### config.mk
export PLATFORM = sky130hd
export DESIGN_NAME = sorted_sleep_timer_queue_flat
export DESIGN_NICKNAME = d
export VERILOG_FILES = /design/src/sv/sst_pkg.sv /design/src/sv/sst_if.sv /design/src/sv/sst_ram.sv /design/src/sv/sst_ctrl.sv /design/src/sv/sst_out_reg.sv /design/src/sv/sorted_sleep_timer_queue.sv /design/src/flat_wrapper.sv
export VERILOG_INCLUDE_DIRS = /design/src /design/src/sv
export SDC_FILE = /design/constraint.sdc
export NUM_CORES = 2
export LEC_CHECK = 0
export ABC_AREA = 1
export BUFFER_PORTS_ARGS = -buffer_cell sky130_fd_sc_hd__buf_2
export CAP_MARGIN = 20
export CORE_ASPECT_RATIO = 0.75
export CORE_UTILIZATION = 35
export CTS_CLUSTER_DIAMETER = 150
export DETAILED_ROUTE_END_ITERATION = 8
export PLACE_DENSITY = 0.56
export SKIP_LAST_GASP = 1
export SLEW_MARGIN = 20
export SYNTH_ARGS = -nofsm -noshare
export SYNTH_HDL_FRONTEND = slang
export SYNTH_SLANG_ARGS = --single-unit
### constraint.sdc
create_clock -name clock -period 10 [get_ports clock]
set_clock_uncertainty 0.1 [all_clocks]
set_input_delay 0 -clock clock [delete_from_list [all_inputs] [get_ports clock]]
set_output_delay 0 -clock clock [all_outputs]
set_load 0.02 [all_outputs]
### src/sv/sorted_sleep_timer_queue_macros.svh
// Assertion macros for the sorted sleep timer queue.
`ifndef SORTED_SLEEP_TIMER_QUEUE_MACROS_SVH
`define SORTED_SLEEP_TIMER_QUEUE_MACROS_SVH

// Same-cycle implication, disabled during reset.
`define SSTQ_ASSERT_NOW(label, clk, rst, ante, cons, msg) \
   label: assert property (@(posedge clk) disable iff (rst) (ante) |-> (cons)) \
      else $error(msg);

// Condition that must hold at every clock edge outside reset.
`define SSTQ_ASSERT_ALWAYS(label, clk, rst, cond, msg) \
   label: assert property (@(posedge clk) disable iff (rst) (cond)) \
      else $error(msg);

`endif

### src/sv/sst_pkg.sv
// Shared types and constants of the sorted sleep timer queue.
package sst_pkg;

   localparam int TICK_W     = 63;
   localparam int DL_W       = 64;
   localparam int DUR_W      = 32;
   localparam int ID_FIELD_W = 8;
   localparam int MAX_WAKE   = 16;
   localparam int STAT_OCC_W = 7;

   localparam logic FUNC_TICK  = 1'b0;
   localparam logic FUNC_SLEEP = 1'b1;

   typedef enum logic [1:0] {
      KIND_WOKEN,
      KIND_QUEUED,
      KIND_IMMEDIATE,
      KIND_REJECTED
   } kind_type;

   typedef struct packed {
      kind_type                kind;
      logic [ID_FIELD_W-1:0]   woken_id;
      logic [TICK_W-1:0]       now_ticks;
      logic                    last;
   } rsp_item_type;

   typedef struct packed {
      logic                    idle;
      logic [STAT_OCC_W-1:0]   occ;
   } ctrl_status_type;

endpackage

### src/sv/sst_if.sv
// Request and response channel interfaces of the sorted sleep timer queue.
interface sst_req_if;
   logic               valid;
   logic               ready;
   logic               func;
   logic [7:0]         sleeper_id;
   logic signed [31:0] duration;

   modport source (output valid, func, sleeper_id, duration, input ready);
   modport sink (input valid, func, sleeper_id, duration, output ready);
endinterface

interface sst_rsp_if;
   logic        valid;
   logic        ready;
   logic [1:0]  kind;
   logic [7:0]  woken_id;
   logic [62:0] now_ticks;
   logic        last;

   modport source (output valid, kind, woken_id, now_ticks, last, input ready);
   modport sink (input valid, kind, woken_id, now_ticks, last, output ready);
endinterface

### src/sv/sst_ram.sv
// Generic single-port-write, single-port-read RAM with registered read data.
module sst_ram #(
   parameter int WIDTH = 8,
   parameter int DEPTH = 16
) (
   input  logic                                    clock,
   input  logic                                    wr_en,
   input  logic [((DEPTH > 1) ? $clog2(DEPTH) : 1)-1:0] wr_addr,
   input  logic [WIDTH-1:0]                        wr_data,
   input  logic [((DEPTH > 1) ? $clog2(DEPTH) : 1)-1:0] rd_addr,
   output logic [WIDTH-1:0]                        rd_data
);

   logic [WIDTH-1:0] mem_ff [DEPTH];
   logic [WIDTH-1:0] rd_data_ff;

   always_ff @(posedge clock) begin
      if (wr_en) begin
         mem_ff[wr_addr] <= wr_data;
      end
      rd_data_ff <= mem_ff[rd_addr];
   end

   assign rd_data = rd_data_ff;

endmodule

### src/sv/sst_ctrl.sv
// Queue sequencer: ordered insert, front wake-up and tick counter over the entry RAM.
module sst_ctrl
   import sst_pkg::*;
#(
   parameter int QUEUE_DEPTH = 16,
   parameter int ID_BITS     = 8
) (
   input  logic                    clock,
   input  logic                    reset,
   sst_req_if.sink                 req,
   output logic                    ram_wr_en,
   output logic [((QUEUE_DEPTH > 1) ? $clog2(QUEUE_DEPTH) : 1)-1:0] ram_wr_addr,
   output logic [DL_W+((ID_BITS < ID_FIELD_W) ? ID_BITS : ID_FIELD_W)-1:0] ram_wr_data,
   output logic [((QUEUE_DEPTH > 1) ? $clog2(QUEUE_DEPTH) : 1)-1:0] ram_rd_addr,
   input  logic [DL_W+((ID_BITS < ID_FIELD_W) ? ID_BITS : ID_FIELD_W)-1:0] ram_rd_data,
   input  logic                    out_free,
   output logic                    res_valid,
   output rsp_item_type            res_item,
   output ctrl_status_type         status
);

   localparam int PTR_W = (QUEUE_DEPTH > 1) ? $clog2(QUEUE_DEPTH) : 1;
   localparam int OCC_W = $clog2(QUEUE_DEPTH + 1);
   localparam int ID_W  = (ID_BITS < ID_FIELD_W) ? ID_BITS : ID_FIELD_W;
   localparam int CNT_W = $clog2(MAX_WAKE + 1);

   typedef enum logic [2:0] {
      ST_IDLE,
      ST_START,
      ST_INS,
      ST_PUT,
      ST_EMIT,
      ST_WAKE,
      ST_FLUSH
   } state_type;

   state_type          state_ff, state_in;
   logic [TICK_W-1:0]  tick_ff, tick_in;
   logic [PTR_W-1:0]   head_ff, head_in;
   logic [OCC_W-1:0]   occ_ff, occ_in;
   logic [PTR_W-1:0]   cur_ff, cur_in;
   logic [CNT_W-1:0]   wcnt_ff, wcnt_in;
   logic               pend_ff, pend_in;
   logic [ID_W-1:0]    pend_id_ff, pend_id_in;
   logic               func_ff, func_in;
   logic [ID_W-1:0]    id_ff, id_in;
   logic [DUR_W-1:0]   dur_ff, dur_in;
   logic [DL_W-1:0]    dl_ff, dl_in;
   kind_type           kind_ff, kind_in;

   logic [DL_W-1:0]    rd_dl;
   logic [ID_W-1:0]    rd_id;
   logic               due;

   // Physical slot of a logical position in the circular entry table.
   function automatic logic [PTR_W-1:0] slot_of(input logic [PTR_W-1:0] base,
                                                input logic [PTR_W-1:0] offs);
      logic [PTR_W:0] sum;
      sum = {1'b0, base} + {1'b0, offs};
      if (sum >= (PTR_W + 1)'(QUEUE_DEPTH)) begin
         sum = sum - (PTR_W + 1)'(QUEUE_DEPTH);
      end
      return sum[PTR_W-1:0];
   endfunction

   assign rd_dl = ram_rd_data[DL_W+ID_W-1 -: DL_W];
   assign rd_id = ram_rd_data[ID_W-1:0];
   assign due   = DL_W'(tick_ff) >= rd_dl;

   assign req.ready     = (state_ff == ST_IDLE);
   assign status.idle   = (state_ff == ST_IDLE);
   assign status.occ    = STAT_OCC_W'(occ_ff);

   always_comb begin
      state_in    = state_ff;
      tick_in     = tick_ff;
      head_in     = head_ff;
      occ_in      = occ_ff;
      cur_in      = cur_ff;
      wcnt_in     = wcnt_ff;
      pend_in     = pend_ff;
      pend_id_in  = pend_id_ff;
      func_in     = func_ff;
      id_in       = id_ff;
      dur_in      = dur_ff;
      dl_in       = dl_ff;
      kind_in     = kind_ff;
      ram_rd_addr = head_ff;
      ram_wr_en   = 1'b0;
      ram_wr_addr = head_ff;
      ram_wr_data = {dl_ff, id_ff};
      res_valid   = 1'b0;
      res_item    = '{kind: KIND_WOKEN, woken_id: ID_FIELD_W'(pend_id_ff),
                      now_ticks: tick_ff, last: 1'b0};

      unique case (state_ff)
         ST_IDLE: begin
            if (req.valid) begin
               func_in = req.func;
               id_in   = req.sleeper_id[ID_W-1:0];
               dur_in  = req.duration;
               if (req.func == FUNC_TICK) begin
                  tick_in = tick_ff + TICK_W'(1);
               end
               state_in = ST_START;
            end
         end
         ST_START: begin
            if (func_ff == FUNC_TICK) begin
               wcnt_in = '0;
               pend_in = 1'b0;
               state_in = (occ_ff == '0) ? ST_IDLE : ST_WAKE;
            end else if (dur_ff == '0 || dur_ff[DUR_W-1]) begin
               kind_in  = KIND_IMMEDIATE;
               state_in = ST_EMIT;
            end else if (occ_ff == OCC_W'(QUEUE_DEPTH)) begin
               kind_in  = KIND_REJECTED;
               state_in = ST_EMIT;
            end else begin
               kind_in = KIND_QUEUED;
               dl_in   = DL_W'(tick_ff) + DL_W'(dur_ff);
               if (occ_ff == '0) begin
                  state_in = ST_PUT;
               end else begin
                  // Walk from the tail toward the front, shifting later deadlines up.
                  cur_in      = PTR_W'(occ_ff - OCC_W'(1));
                  ram_rd_addr = slot_of(head_ff, cur_in);
                  state_in    = ST_INS;
               end
            end
         end
         ST_INS: begin
            ram_wr_en   = 1'b1;
            ram_wr_addr = slot_of(head_ff, cur_ff + PTR_W'(1));
            if (rd_dl > dl_ff) begin
               ram_wr_data = ram_rd_data;
               if (cur_ff == '0) begin
                  state_in = ST_PUT;
               end else begin
                  cur_in      = cur_ff - PTR_W'(1);
                  ram_rd_addr = slot_of(head_ff, cur_in);
               end
            end else begin
               occ_in   = occ_ff + OCC_W'(1);
               state_in = ST_EMIT;
            end
         end
         ST_PUT: begin
            ram_wr_en   = 1'b1;
            ram_wr_addr = head_ff;
            occ_in      = occ_ff + OCC_W'(1);
            state_in    = ST_EMIT;
         end
         ST_EMIT: begin
            if (out_free) begin
               res_valid = 1'b1;
               res_item  = '{kind: kind_ff, woken_id: ID_FIELD_W'(id_ff),
                             now_ticks: tick_ff, last: 1'b1};
               state_in  = ST_IDLE;
            end
         end
         ST_WAKE: begin
            if (due) begin
               // Hold the previous sleeper until we know whether it is the last one.
               if (!pend_ff || out_free) begin
                  res_valid   = pend_ff;
                  pend_in     = 1'b1;
                  pend_id_in  = rd_id;
                  head_in     = slot_of(head_ff, PTR_W'(1));
                  occ_in      = occ_ff - OCC_W'(1);
                  wcnt_in     = wcnt_ff + CNT_W'(1);
                  ram_rd_addr = head_in;
                  if (occ_ff == OCC_W'(1) || wcnt_ff == CNT_W'(MAX_WAKE - 1)) begin
                     state_in = ST_FLUSH;
                  end
               end
            end else begin
               state_in = pend_ff ? ST_FLUSH : ST_IDLE;
            end
         end
         ST_FLUSH: begin
            if (out_free) begin
               res_valid     = 1'b1;
               res_item.last = 1'b1;
               state_in      = ST_IDLE;
            end
         end
         default: begin
            state_in = ST_IDLE;
         end
      endcase
   end

   always_ff @(posedge clock) begin
      if (reset) begin
         state_ff <= ST_IDLE;
         tick_ff  <= '0;
         head_ff  <= '0;
         occ_ff   <= '0;
         wcnt_ff  <= '0;
         pend_ff  <= 1'b0;
      end else begin
         state_ff <= state_in;
         tick_ff  <= tick_in;
         head_ff  <= head_in;
         occ_ff   <= occ_in;
         wcnt_ff  <= wcnt_in;
         pend_ff  <= pend_in;
      end
      cur_ff     <= cur_in;
      pend_id_ff <= pend_id_in;
      func_ff    <= func_in;
      id_ff      <= id_in;
      dur_ff     <= dur_in;
      dl_ff      <= dl_in;
      kind_ff    <= kind_in;
   end

endmodule

### src/sv/sst_out_reg.sv
// Output register that holds one response transaction while the receiver stalls.
module sst_out_reg
   import sst_pkg::*;
(
   input  logic          clock,
   input  logic          reset,
   input  logic          load,
   input  rsp_item_type  item,
   output logic          free,
   sst_rsp_if.source     rsp
);

   logic          valid_ff, valid_in;
   rsp_item_type  item_ff;

   assign free     = !valid_ff || rsp.ready;
   assign valid_in = load || (valid_ff && !rsp.ready);

   always_ff @(posedge clock) begin
      if (reset) begin
         valid_ff <= 1'b0;
      end else begin
         valid_ff <= valid_in;
      end
      if (load) begin
         item_ff <= item;
      end
   end

   assign rsp.valid     = valid_ff;
   assign rsp.kind      = item_ff.kind;
   assign rsp.woken_id  = item_ff.woken_id;
   assign rsp.now_ticks = item_ff.now_ticks;
   assign rsp.last      = item_ff.last;

endmodule

### src/sv/sorted_sleep_timer_queue.sv
// Sleep timer queue: tick counter plus a deadline-ordered table of sleepers.
//
// req_chan carries one transaction per timer tick (func 0) or sleep request
// (func 1); it is taken only while the sequencer is idle. rsp_chan returns the
// results: a sleep request gives exactly one (queued, immediate or rejected),
// a tick gives one woken result per expired sleeper from the front of the
// table, up to 16, with last set on the final one, or none when nothing is due.
// Sleepers live in a circular table in one RAM with a registered read; the
// sequencer takes one RAM entry per cycle unless held by the output register.
// Sequence: an immediate or rejected reply passes the start and emit states;
// an ordered insert passes start, insert steps that shift later-deadline
// entries up, put when the new entry goes to the front, then emit; a tick
// passes start, one wake step per woken sleeper, a flush of the final result,
// and one more wake step to find the next sleeper not yet due when the table
// is neither emptied nor at 16 wakes. A new transaction is taken in idle.
// Reset clears the tick counter and empties the table; no sweep is needed.
// A stalled receiver holds the response register, and a wake sequence pauses
// on it until the register frees up.
`include "sorted_sleep_timer_queue_macros.svh"

module sorted_sleep_timer_queue
   import sst_pkg::*;
#(
   parameter int QUEUE_DEPTH = 16,
   parameter int ID_BITS     = 8
) (
   input  logic       clock,
   input  logic       reset,
   sst_req_if.sink    req_chan,
   sst_rsp_if.source  rsp_chan
);

   localparam int PTR_W = (QUEUE_DEPTH > 1) ? $clog2(QUEUE_DEPTH) : 1;
   localparam int ID_W  = (ID_BITS < ID_FIELD_W) ? ID_BITS : ID_FIELD_W;
   localparam int ENT_W = DL_W + ID_W;

   logic              ram_wr_en;
   logic [PTR_W-1:0]  ram_wr_addr;
   logic [ENT_W-1:0]  ram_wr_data;
   logic [PTR_W-1:0]  ram_rd_addr;
   logic [ENT_W-1:0]  ram_rd_data;
   logic              out_free;
   logic              res_valid;
   rsp_item_type      res_item;
   ctrl_status_type   stat;

   sst_ram #(
      .WIDTH (ENT_W),
      .DEPTH (QUEUE_DEPTH)
   ) u_ram (
      .clock   (clock),
      .wr_en   (ram_wr_en),
      .wr_addr (ram_wr_addr),
      .wr_data (ram_wr_data),
      .rd_addr (ram_rd_addr),
      .rd_data (ram_rd_data)
   );

   sst_ctrl #(
      .QUEUE_DEPTH (QUEUE_DEPTH),
      .ID_BITS     (ID_BITS)
   ) u_ctrl (
      .clock       (clock),
      .reset       (reset),
      .req         (req_chan),
      .ram_wr_en   (ram_wr_en),
      .ram_wr_addr (ram_wr_addr),
      .ram_wr_data (ram_wr_data),
      .ram_rd_addr (ram_rd_addr),
      .ram_rd_data (ram_rd_data),
      .out_free    (out_free),
      .res_valid   (res_valid),
      .res_item    (res_item),
      .status      (stat)
   );

   sst_out_reg u_out (
      .clock (clock),
      .reset (reset),
      .load  (res_valid),
      .item  (res_item),
      .free  (out_free),
      .rsp   (rsp_chan)
   );

   `SSTQ_ASSERT_ALWAYS(a_occ_bound, clock, reset,
      stat.occ <= STAT_OCC_W'(QUEUE_DEPTH), "occupancy above queue depth")
   `SSTQ_ASSERT_NOW(a_load_free, clock, reset, res_valid, out_free,
      "result loaded into a stalled output register")
   `SSTQ_ASSERT_NOW(a_occ_step, clock, reset, !$past(reset),
      (stat.occ == $past(stat.occ)) || (stat.occ == $past(stat.occ) + 7'd1) ||
      (stat.occ + 7'd1 == $past(stat.occ)), "occupancy moved by more than one entry")
   `SSTQ_ASSERT_NOW(a_busy_no_accept, clock, reset, !stat.idle, !req_chan.ready,
      "request taken while the sequencer is busy")

endmodule

### src/flat_wrapper.sv
// flat-port wrapper written by rule: the top's interface ports become plain ports
module sorted_sleep_timer_queue_flat import sst_pkg::*;
#(
   parameter int QUEUE_DEPTH = 16,
   parameter int ID_BITS     = 8
)
  (clock, reset, req_chan_valid, req_chan_func, req_chan_sleeper_id, req_chan_duration, req_chan_ready, rsp_chan_valid, rsp_chan_kind, rsp_chan_woken_id, rsp_chan_now_ticks, rsp_chan_last, rsp_chan_ready);
  sst_req_if req_chan_i ();
  sst_rsp_if rsp_chan_i ();
  input  logic clock;
  input  logic reset;
  input wire logic [$bits(req_chan_i.valid)-1:0] req_chan_valid;
  input wire logic [$bits(req_chan_i.func)-1:0] req_chan_func;
  input wire logic [$bits(req_chan_i.sleeper_id)-1:0] req_chan_sleeper_id;
  input wire logic [$bits(req_chan_i.duration)-1:0] req_chan_duration;
  output wire logic [$bits(req_chan_i.ready)-1:0] req_chan_ready;
  output wire logic [$bits(rsp_chan_i.valid)-1:0] rsp_chan_valid;
  output wire logic [$bits(rsp_chan_i.kind)-1:0] rsp_chan_kind;
  output wire logic [$bits(rsp_chan_i.woken_id)-1:0] rsp_chan_woken_id;
  output wire logic [$bits(rsp_chan_i.now_ticks)-1:0] rsp_chan_now_ticks;
  output wire logic [$bits(rsp_chan_i.last)-1:0] rsp_chan_last;
  input wire logic [$bits(rsp_chan_i.ready)-1:0] rsp_chan_ready;
  assign req_chan_i.valid = req_chan_valid;
  assign req_chan_i.func = req_chan_func;
  assign req_chan_i.sleeper_id = req_chan_sleeper_id;
  assign req_chan_i.duration = req_chan_duration;
  assign req_chan_ready = req_chan_i.ready;
  assign rsp_chan_valid = rsp_chan_i.valid;
  assign rsp_chan_kind = rsp_chan_i.kind;
  assign rsp_chan_woken_id = rsp_chan_i.woken_id;
  assign rsp_chan_now_ticks = rsp_chan_i.now_ticks;
  assign rsp_chan_last = rsp_chan_i.last;
  assign rsp_chan_i.ready = rsp_chan_ready;
  sorted_sleep_timer_queue #(.QUEUE_DEPTH(QUEUE_DEPTH), .ID_BITS(ID_BITS)) u_core (.clock(clock), .reset(reset), .req_chan(req_chan_i), .rsp_chan(rsp_chan_i));
endmodule
=== Yosys cells after proc, flatten, opt, wreduce, memory -nomap -nowiden ===
Memories as Yosys holds them, arrays and structs flattened. A register that Yosys moved wholly into a read port is not among the register bits.
Cells that the tools add are included.
Widths: inputs -> output; s select.

* Bitwise logic cells: 3
* Reductions and logical operators: 28
* Equality and inequality tests: 24
* Add/sub/neg operators: 15
* Multiplexer cells: 60
* $lt $le $gt $ge: 6

{| class="wikitable"
|+ Operators by type and width
! kind !! number
|-
| $mux 72 || 3
|-
| $mux 4 || 19
|-
| $mux 71 || 1
|-
| $add 63x32->64 || 1
|-
| $ge 63x64->1 || 1
|-
| $gt 64x64->1 || 1
|-
| $add 63x1->63 const B || 1
|-
| $mux 3 || 12
|-
| $logic_not 32->1 || 1
|-
| $mux 5 || 6
|-
| $ne 2x2->1 const B || 11
|-
| $ge 5x5->1 const B || 4
|-
| $sub 4x1->4 const B || 5
|-
| $pmux 3 s6 || 1
|-
| $add 4x4->5 || 3
|-
| $pmux 5 s3 || 1
|-
| $pmux 4 s3 || 1
|-
| $reduce_and 4->1 || 3
|-
| $add 5x1->5 const B || 2
|-
| $mux 1 || 10
|-
| $pmux 5 s2 || 1
|-
| $eq 3x3->1 const B || 3
|-
| $ne 3x3->1 const B || 3
|-
| $pmux 4 s2 || 1
|-
| 25 further kinds || 41
|}

* Word-level logic and storage cells: 155
* Register bits after elaboration: 275
* Input bits: 45
* Memories: 1
* Bits in writable memories: 1152
* Output and inout port bits: 76

{| class="wikitable"
|+ Memory list
! memory !! depth !! width !! rd ports !! clocked after Yosys merged registers in !! wr ports !! line !! RTL
|-
| u_core.u_ram.mem_ff || 16 || 72 || 1 || 1 || 1 || sst_ram.sv:14 || <nowiki>logic [WIDTH-1:0] mem_ff [DEPTH];</nowiki>
|}

=== Logic depth before layout (Yosys ltp) ===
* Depth after elaboration: 9
* Gate-level depth with buffers: 29
* Mapped depth without buffers: 26

=== Hierarchy ===
From an unflattened synthesis, not the netlist that was laid out.

* Cells, all modules: 6954
* Area total of the unflattened synthesis: 68724.7 µm²

{| class="wikitable"
|+ By module, submodules not included
! module !! seq. area each (µm²) !! instances !! area each (µm²) !! cells each
|-
| sst_ram || 36034.6 || 1 || 50772.4 || 4731
|-
| sst_ctrl || 5195.0 || 1 || 15687.5 || 2144
|-
| sst_out_reg || 2242.2 || 1 || 2264.7 || 79
|}

=== Worst setup path after synthesis ===
OpenSTA, ideal clock, no wires.

* Path kind: flip-flop to flip-flop
* Start: register u_core.u_ctrl.cur_ff[0]
* End: memory u_core.u_ram.mem_ff[10][0] in the netlist's numbering (enable)
* Stages on the path, launching flop included: 11
* Setup slack: 4.539 ns
* Buffers on the path: 0
* Arrival time: 4.859 ns
* Setup time: 0.503 ns
* Data required time: 9.397 ns
* Clock period less this slack: 5.461 ns
* Cell sequence: edfxtp_1 > inv_1 > ha_1 > ha_1 > a21o_1 > a21oi_1 > a21oi_1 > o21ai_0 > xor2_1 > nand2_1 > nor2_1

* Longest elaborated chain between the ends: 5
* Elaborated cells on any way between the ends: 6
* Those cells by class: add/sub (3); order compare (1); mux (2)

{| class="wikitable"
|+ RTL lines
! what !! line !! RTL
|-
| start: declaration || sst_ctrl.sv:41 || <nowiki>logic [PTR_W-1:0] cur_ff, cur_in;</nowiki>
|-
| start signal: assignment || sst_ctrl.sv:210 || <nowiki>cur_ff <= cur_in;</nowiki>
|-
| $add 4x1->4 * || sst_ctrl.sv:134 || <nowiki>ram_wr_addr = slot_of(head_ff, cur_ff + PTR_W'(1));</nowiki>
|-
| $add 4x4->5 * || sst_ctrl.sv:59 || <nowiki>sum = {1'b0, base} + {1'b0, offs};</nowiki>
|-
| $sub 4x1->4 / $ge 5x5->1 (equally long branches) || sst_ctrl.sv:61, sst_ctrl.sv:60 ||
|-
| $mux 4 * || sst_ctrl.sv:60 || <nowiki>if (sum >= (PTR_W + 1)'(QUEUE_DEPTH)) begin</nowiki>
|-
| $mux 4 * || sst_ctrl.sv:96 || <nowiki>unique case (state_ff)</nowiki>
|-
| end: declaration || sst_ram.sv:14 ||
|}

Mark *: on every way between the ends. The rest lies on a longest branch, timed or not.

=== Worst setup path after layout ===
* Start: register u_core.u_ctrl.dl_ff[23]
* End: register u_core.u_ram.rd_data_ff[71], in the netlist u_core.u_ram.rd_data[71], read port of u_core.u_ram.mem_ff

* Longest elaborated chain between the ends: 3

{| class="wikitable"
|+ RTL lines
! what !! line !! RTL
|-
| start: declaration || sst_ctrl.sv:48 || <nowiki>logic [DL_W-1:0] dl_ff, dl_in;</nowiki>
|-
| start signal: assignment || sst_ctrl.sv:215 || <nowiki>dl_ff <= dl_in;</nowiki>
|-
| $gt 64x64->1 || sst_ctrl.sv:135 || <nowiki>if (rd_dl > dl_ff) begin</nowiki>
|-
| $mux 4 || sst_ctrl.sv:135 ||
|-
| $pmux 4 s3 || sst_ctrl.sv:96 ||
|-
| end: declaration || sst_ram.sv:15 || <nowiki>logic [WIDTH-1:0] rd_data_ff;</nowiki>
|}

No other way between the ends.
A chain may end at the register's enable or synchronous reset.

==> impl_metrics.tcl <==
set metrics [dict create \
    synth_area_leaders "edfxtp_1, nand3_1, nand2_1, dfxtp_1, ha_1" \
    clk_pin_slew_ns 0.08 \
    dr.pass1.iters 6 \
    syn_nets 6349 \
    avgViaCountPerCell 5.32 \
    num_rows 137 \
    gp_congestion 0.953 \
    fmax_ghz 0.164 \
    postCtsSetupBuffers 0 \
    setup_viol 0 \
    cp-start-kind "flip-flop" \
    finalHoldViolations 0 \
    die_area_um2 190000 \
    cts.sinks 1499 \
    synth_ff_type "edfxtp_1" \
    die_w_um 504 \
    cp-end-kind "flip-flop" \
    ys_types 47 \
    whs_ns 0.0799 \
    htreeDepth 4 \
    drt-total-wl_um 199000 \
    synth_top_cell_area_share_pct 61.2 \
    grt_pass1_wl_um 296000 \
    final_area_um2 75300 \
    layout_min_cycle_time_ns 6.09 \
    drive_gt1_share_pct 8.57 \
    yosysWarnings 0 \
    crit_fanout 206 \
    cts.repair.resized 0 \
    p_leak_nw 27.9 \
    clockRootBuffer "clkbuf_16" \
    worstPathCellList "inv_1 > ha_1 > nand2_1 > nor2_1 > nand4_1 > nor2_1 > nand2_1 > nand2_1 > nand2_1 > a21boi_0 > nand3_1 > nand3_4 > buf_12 > buf_4 > nand3_1 > nand3_1 > nand3_1 > nand2_1 > nand2_1 > nand2_1" \
    core_area_um2 187000 \
    drv_cap 0 \
    nets 6524 \
    maxSlewHeadroom_pct 16.4 \
    synth_seq_cells 1499 \
    ys_seq_area_share_pct 65.8 \
    worst_slew_pin_slew_ns 1.24 \
    die_h_um 378 \
    multiInputGateArea_um2 19800 \
    syn_inst 6124 \
    rr_startpoint "u_core.u_ctrl.dl_ff[23]" \
    worstSetupPathType "reg2reg" \
    cpPeakStageDelay_ns 0.85 \
    ff2ff_path_depth 20 \
    crit_slowest_cell "buf_4" \
    io_pins 121 \
    dr_total_vias 47500 \
    grt_max_degree 207 \
    grt_pass1_vias 44800 \
    rsz0062_at_grt "no" \
    cts_tree "yes" \
    post_dp_cell_area_um2 69700 \
    final_util_pct 40.3 \
    detail-route-antenna-nets 0 \
    routedWlPerCell_um 22.3 \
    cpMostUsedCell "nand2_1" \
    vdd_drop_max_v 0.000200 \
    area_growth_pct 14.0 \
    power.density_nw_per_um2 219 \
    cts_buffer_depth 3 \
    drtIter0Drc 5493 \
    status "finished, final reports clean" \
    final.setup.tns_ns 0 \
    numCtsBuffers 145 \
    syn-cell-area_um2 66000 \
    hold_path_class "in2reg" \
    initial_core_util_pct 35.4 \
    crit_start "u_core.u_ctrl.dl_ff[23]" \
    seq_area_um2 43500 \
    hpwl_um 111000 \
    drc 0 \
    grt_overflow 0 \
    rrSetupSlack_ns 3.91 \
    synth_edf_count 1345 \
    worstSetupEndpoint "u_core.u_ram.rd_data[71]" \
    grt_antenna_before_repair 2 \
    synthArstFlopShare_pct 0 \
    avgSynthCellArea_um2 10.8 \
    report.final.slew_viol_count 0 \
    ys_top_cells_by_count "nand3_1, nand2_1, edfxtp_1" \
    track_usage_pct 20.6 \
    yosys.area.top_type "edfxtp_1" \
    insertion_delay_ns 0.79 \
    reg2reg_to "u_core.u_ram.rd_data[71]" \
    portBuffers 120 \
    arrival_ns 6.69 \
    min_period_over_period_pct 60.9 \
    worstPathRequired_ns 10.60 \
    fill_cells 17800 \
    yosysMostFrequentCell "nand3_1" \
]
final cells by class:
class                           count  share of cell area [%]
Clock inverter                     48                   0.680
Sequential cell                  1499                    57.7
Tap cell                         2502                    4.16
Timing Repair Buffer              353                    3.56
Multi-Input combinational cell   3900                    26.3
Clock buffer                      217                    5.56
Antenna cell                        1                 0.00332
Inverter                          400                    2.01
worst max-delay path: cells and delay by family, from the launching register on:
kind                     cells  cell delay, ns
flip-flops                   1            0.34
AND/OR/NAND/NOR             15            2.98
buffers and inverters        3            1.59
adder cells (fa/ha/maj)      1            0.28
AO/OA/AOI/OAI                1            0.46
worst min path at each step:
stage / start / to / cells past startpoint
5_1_grt: req_chan_func / u_core.u_ctrl.tick_ff[0] / 4
6_report: rsp_chan_ready / u_core.u_out.rsp.valid / 5
2_1_floorplan: req_chan_duration[0] / u_core.u_ctrl.dur_ff[0] / 0
3_5_place_dp: req_chan_duration[0] / u_core.u_ctrl.dur_ff[0] / 1
3_3_place_gp: req_chan_duration[25] / u_core.u_ctrl.dur_ff[25] / 1
4_1_cts: rsp_chan_ready / u_core.u_out.rsp.valid / 5
kinds of logic after synthesis:
group / Yosys count / share of synthesized area [%]
compound gates: 423 / 3.40
fa+ha+maj: 180 / 3.46
flops: 1499 / 65.8
simple gates: 3217 / 21.7
buf+inv: 725 / 4.54
xor+xnor: 80 / 1.06
report_power, final:
group / total [W] / internal, W / switching (W)
Clock: 0.00552 / 0.00307 / 0.00244
Combinational: 0.00363 / 0.00103 / 0.00260
Sequential: 0.00732 / 0.00709 / 0.000234
timing repair:
item / 4_1_cts / 5_1_grt
hold endpoints to repair: 101 / 0
setup endpoints to repair: 0 / 0
hold buffers: 85 / 0
layer usage:
| layer | share of wire (%) | global-route usage, % |
|---|---|---|
| met1 | 46 | 30.1 |
| met2 | 45 | 31.7 |
| met3 | 7.4 | 3.56 |
| met4 | 1.8 | 4.97 |
| met5 | 0.016 | 0 |
through the flow:
stage	std cells	power [W]	worst slack, ns
global placement	8568	0.0110	3.55
CTS	8918	0.0166	3.87
detailed placement	8568	0.0111	3.91
global route	8919	0.0173	3.58
floorplan	6124	0.00984	4.54
finish	8920	0.0165	3.91
cells in the final DEF (no fill, tap or decap), drive strengths merged, types with 2 or more instances in the layout:
| master | n |
|---|---|
| a21boi | 2 |
| a21o | 6 |
| a21oi | 177 |
| a31oi | 13 |
| and3 | 2 |
| buf | 268 |
| bufinv | 6 |
| clkbuf | 217 |
| clkinv | 33 |
| clkinvlp | 3 |
| dfxtp | 154 |
| dlygate4sd3 | 85 |
| edfxtp | 1345 |
| fa | 4 |
| ha | 176 |
| inv | 406 |
| nand2 | 1360 |
| nand3 | 1502 |
| nand3b | 5 |
| nand4 | 29 |
| nor2 | 224 |
| nor3 | 69 |
| nor3b | 2 |
| nor4 | 21 |
| o211ai | 3 |
| o21a | 20 |
| o21ai | 191 |
| o21bai | 2 |
| o221ai | 2 |
| o22ai | 2 |
| o31ai | 2 |
| or2 | 2 |
| xnor2 | 12 |
| xor2 | 68 |
sequential cells by signal, summed over array words and instances (netlist names):
signal / flops
u_core.u_ctrl.cur_ff: 4
u_core.u_ctrl.dl_ff: 64
u_core.u_ctrl.dur_ff: 32
u_core.u_ctrl.func_ff: 1
u_core.u_ctrl.head_ff: 4
u_core.u_ctrl.id_ff: 8
u_core.u_ctrl.kind_ff: 2
u_core.u_ctrl.occ_ff: 5
u_core.u_ctrl.pend_ff: 1
u_core.u_ctrl.pend_id_ff: 8
u_core.u_ctrl.state_ff: 3
u_core.u_ctrl.tick_ff: 63
u_core.u_ctrl.wcnt_ff: 5
u_core.u_out.rsp.kind: 2
u_core.u_out.rsp.last: 1
u_core.u_out.rsp.now_ticks: 63
u_core.u_out.rsp.valid: 1
u_core.u_out.rsp.woken_id: 8
u_core.u_ram.mem_ff: 1152
u_core.u_ram.rd_data: 72
No activity file was read; power rests on OpenSTA's default activity.
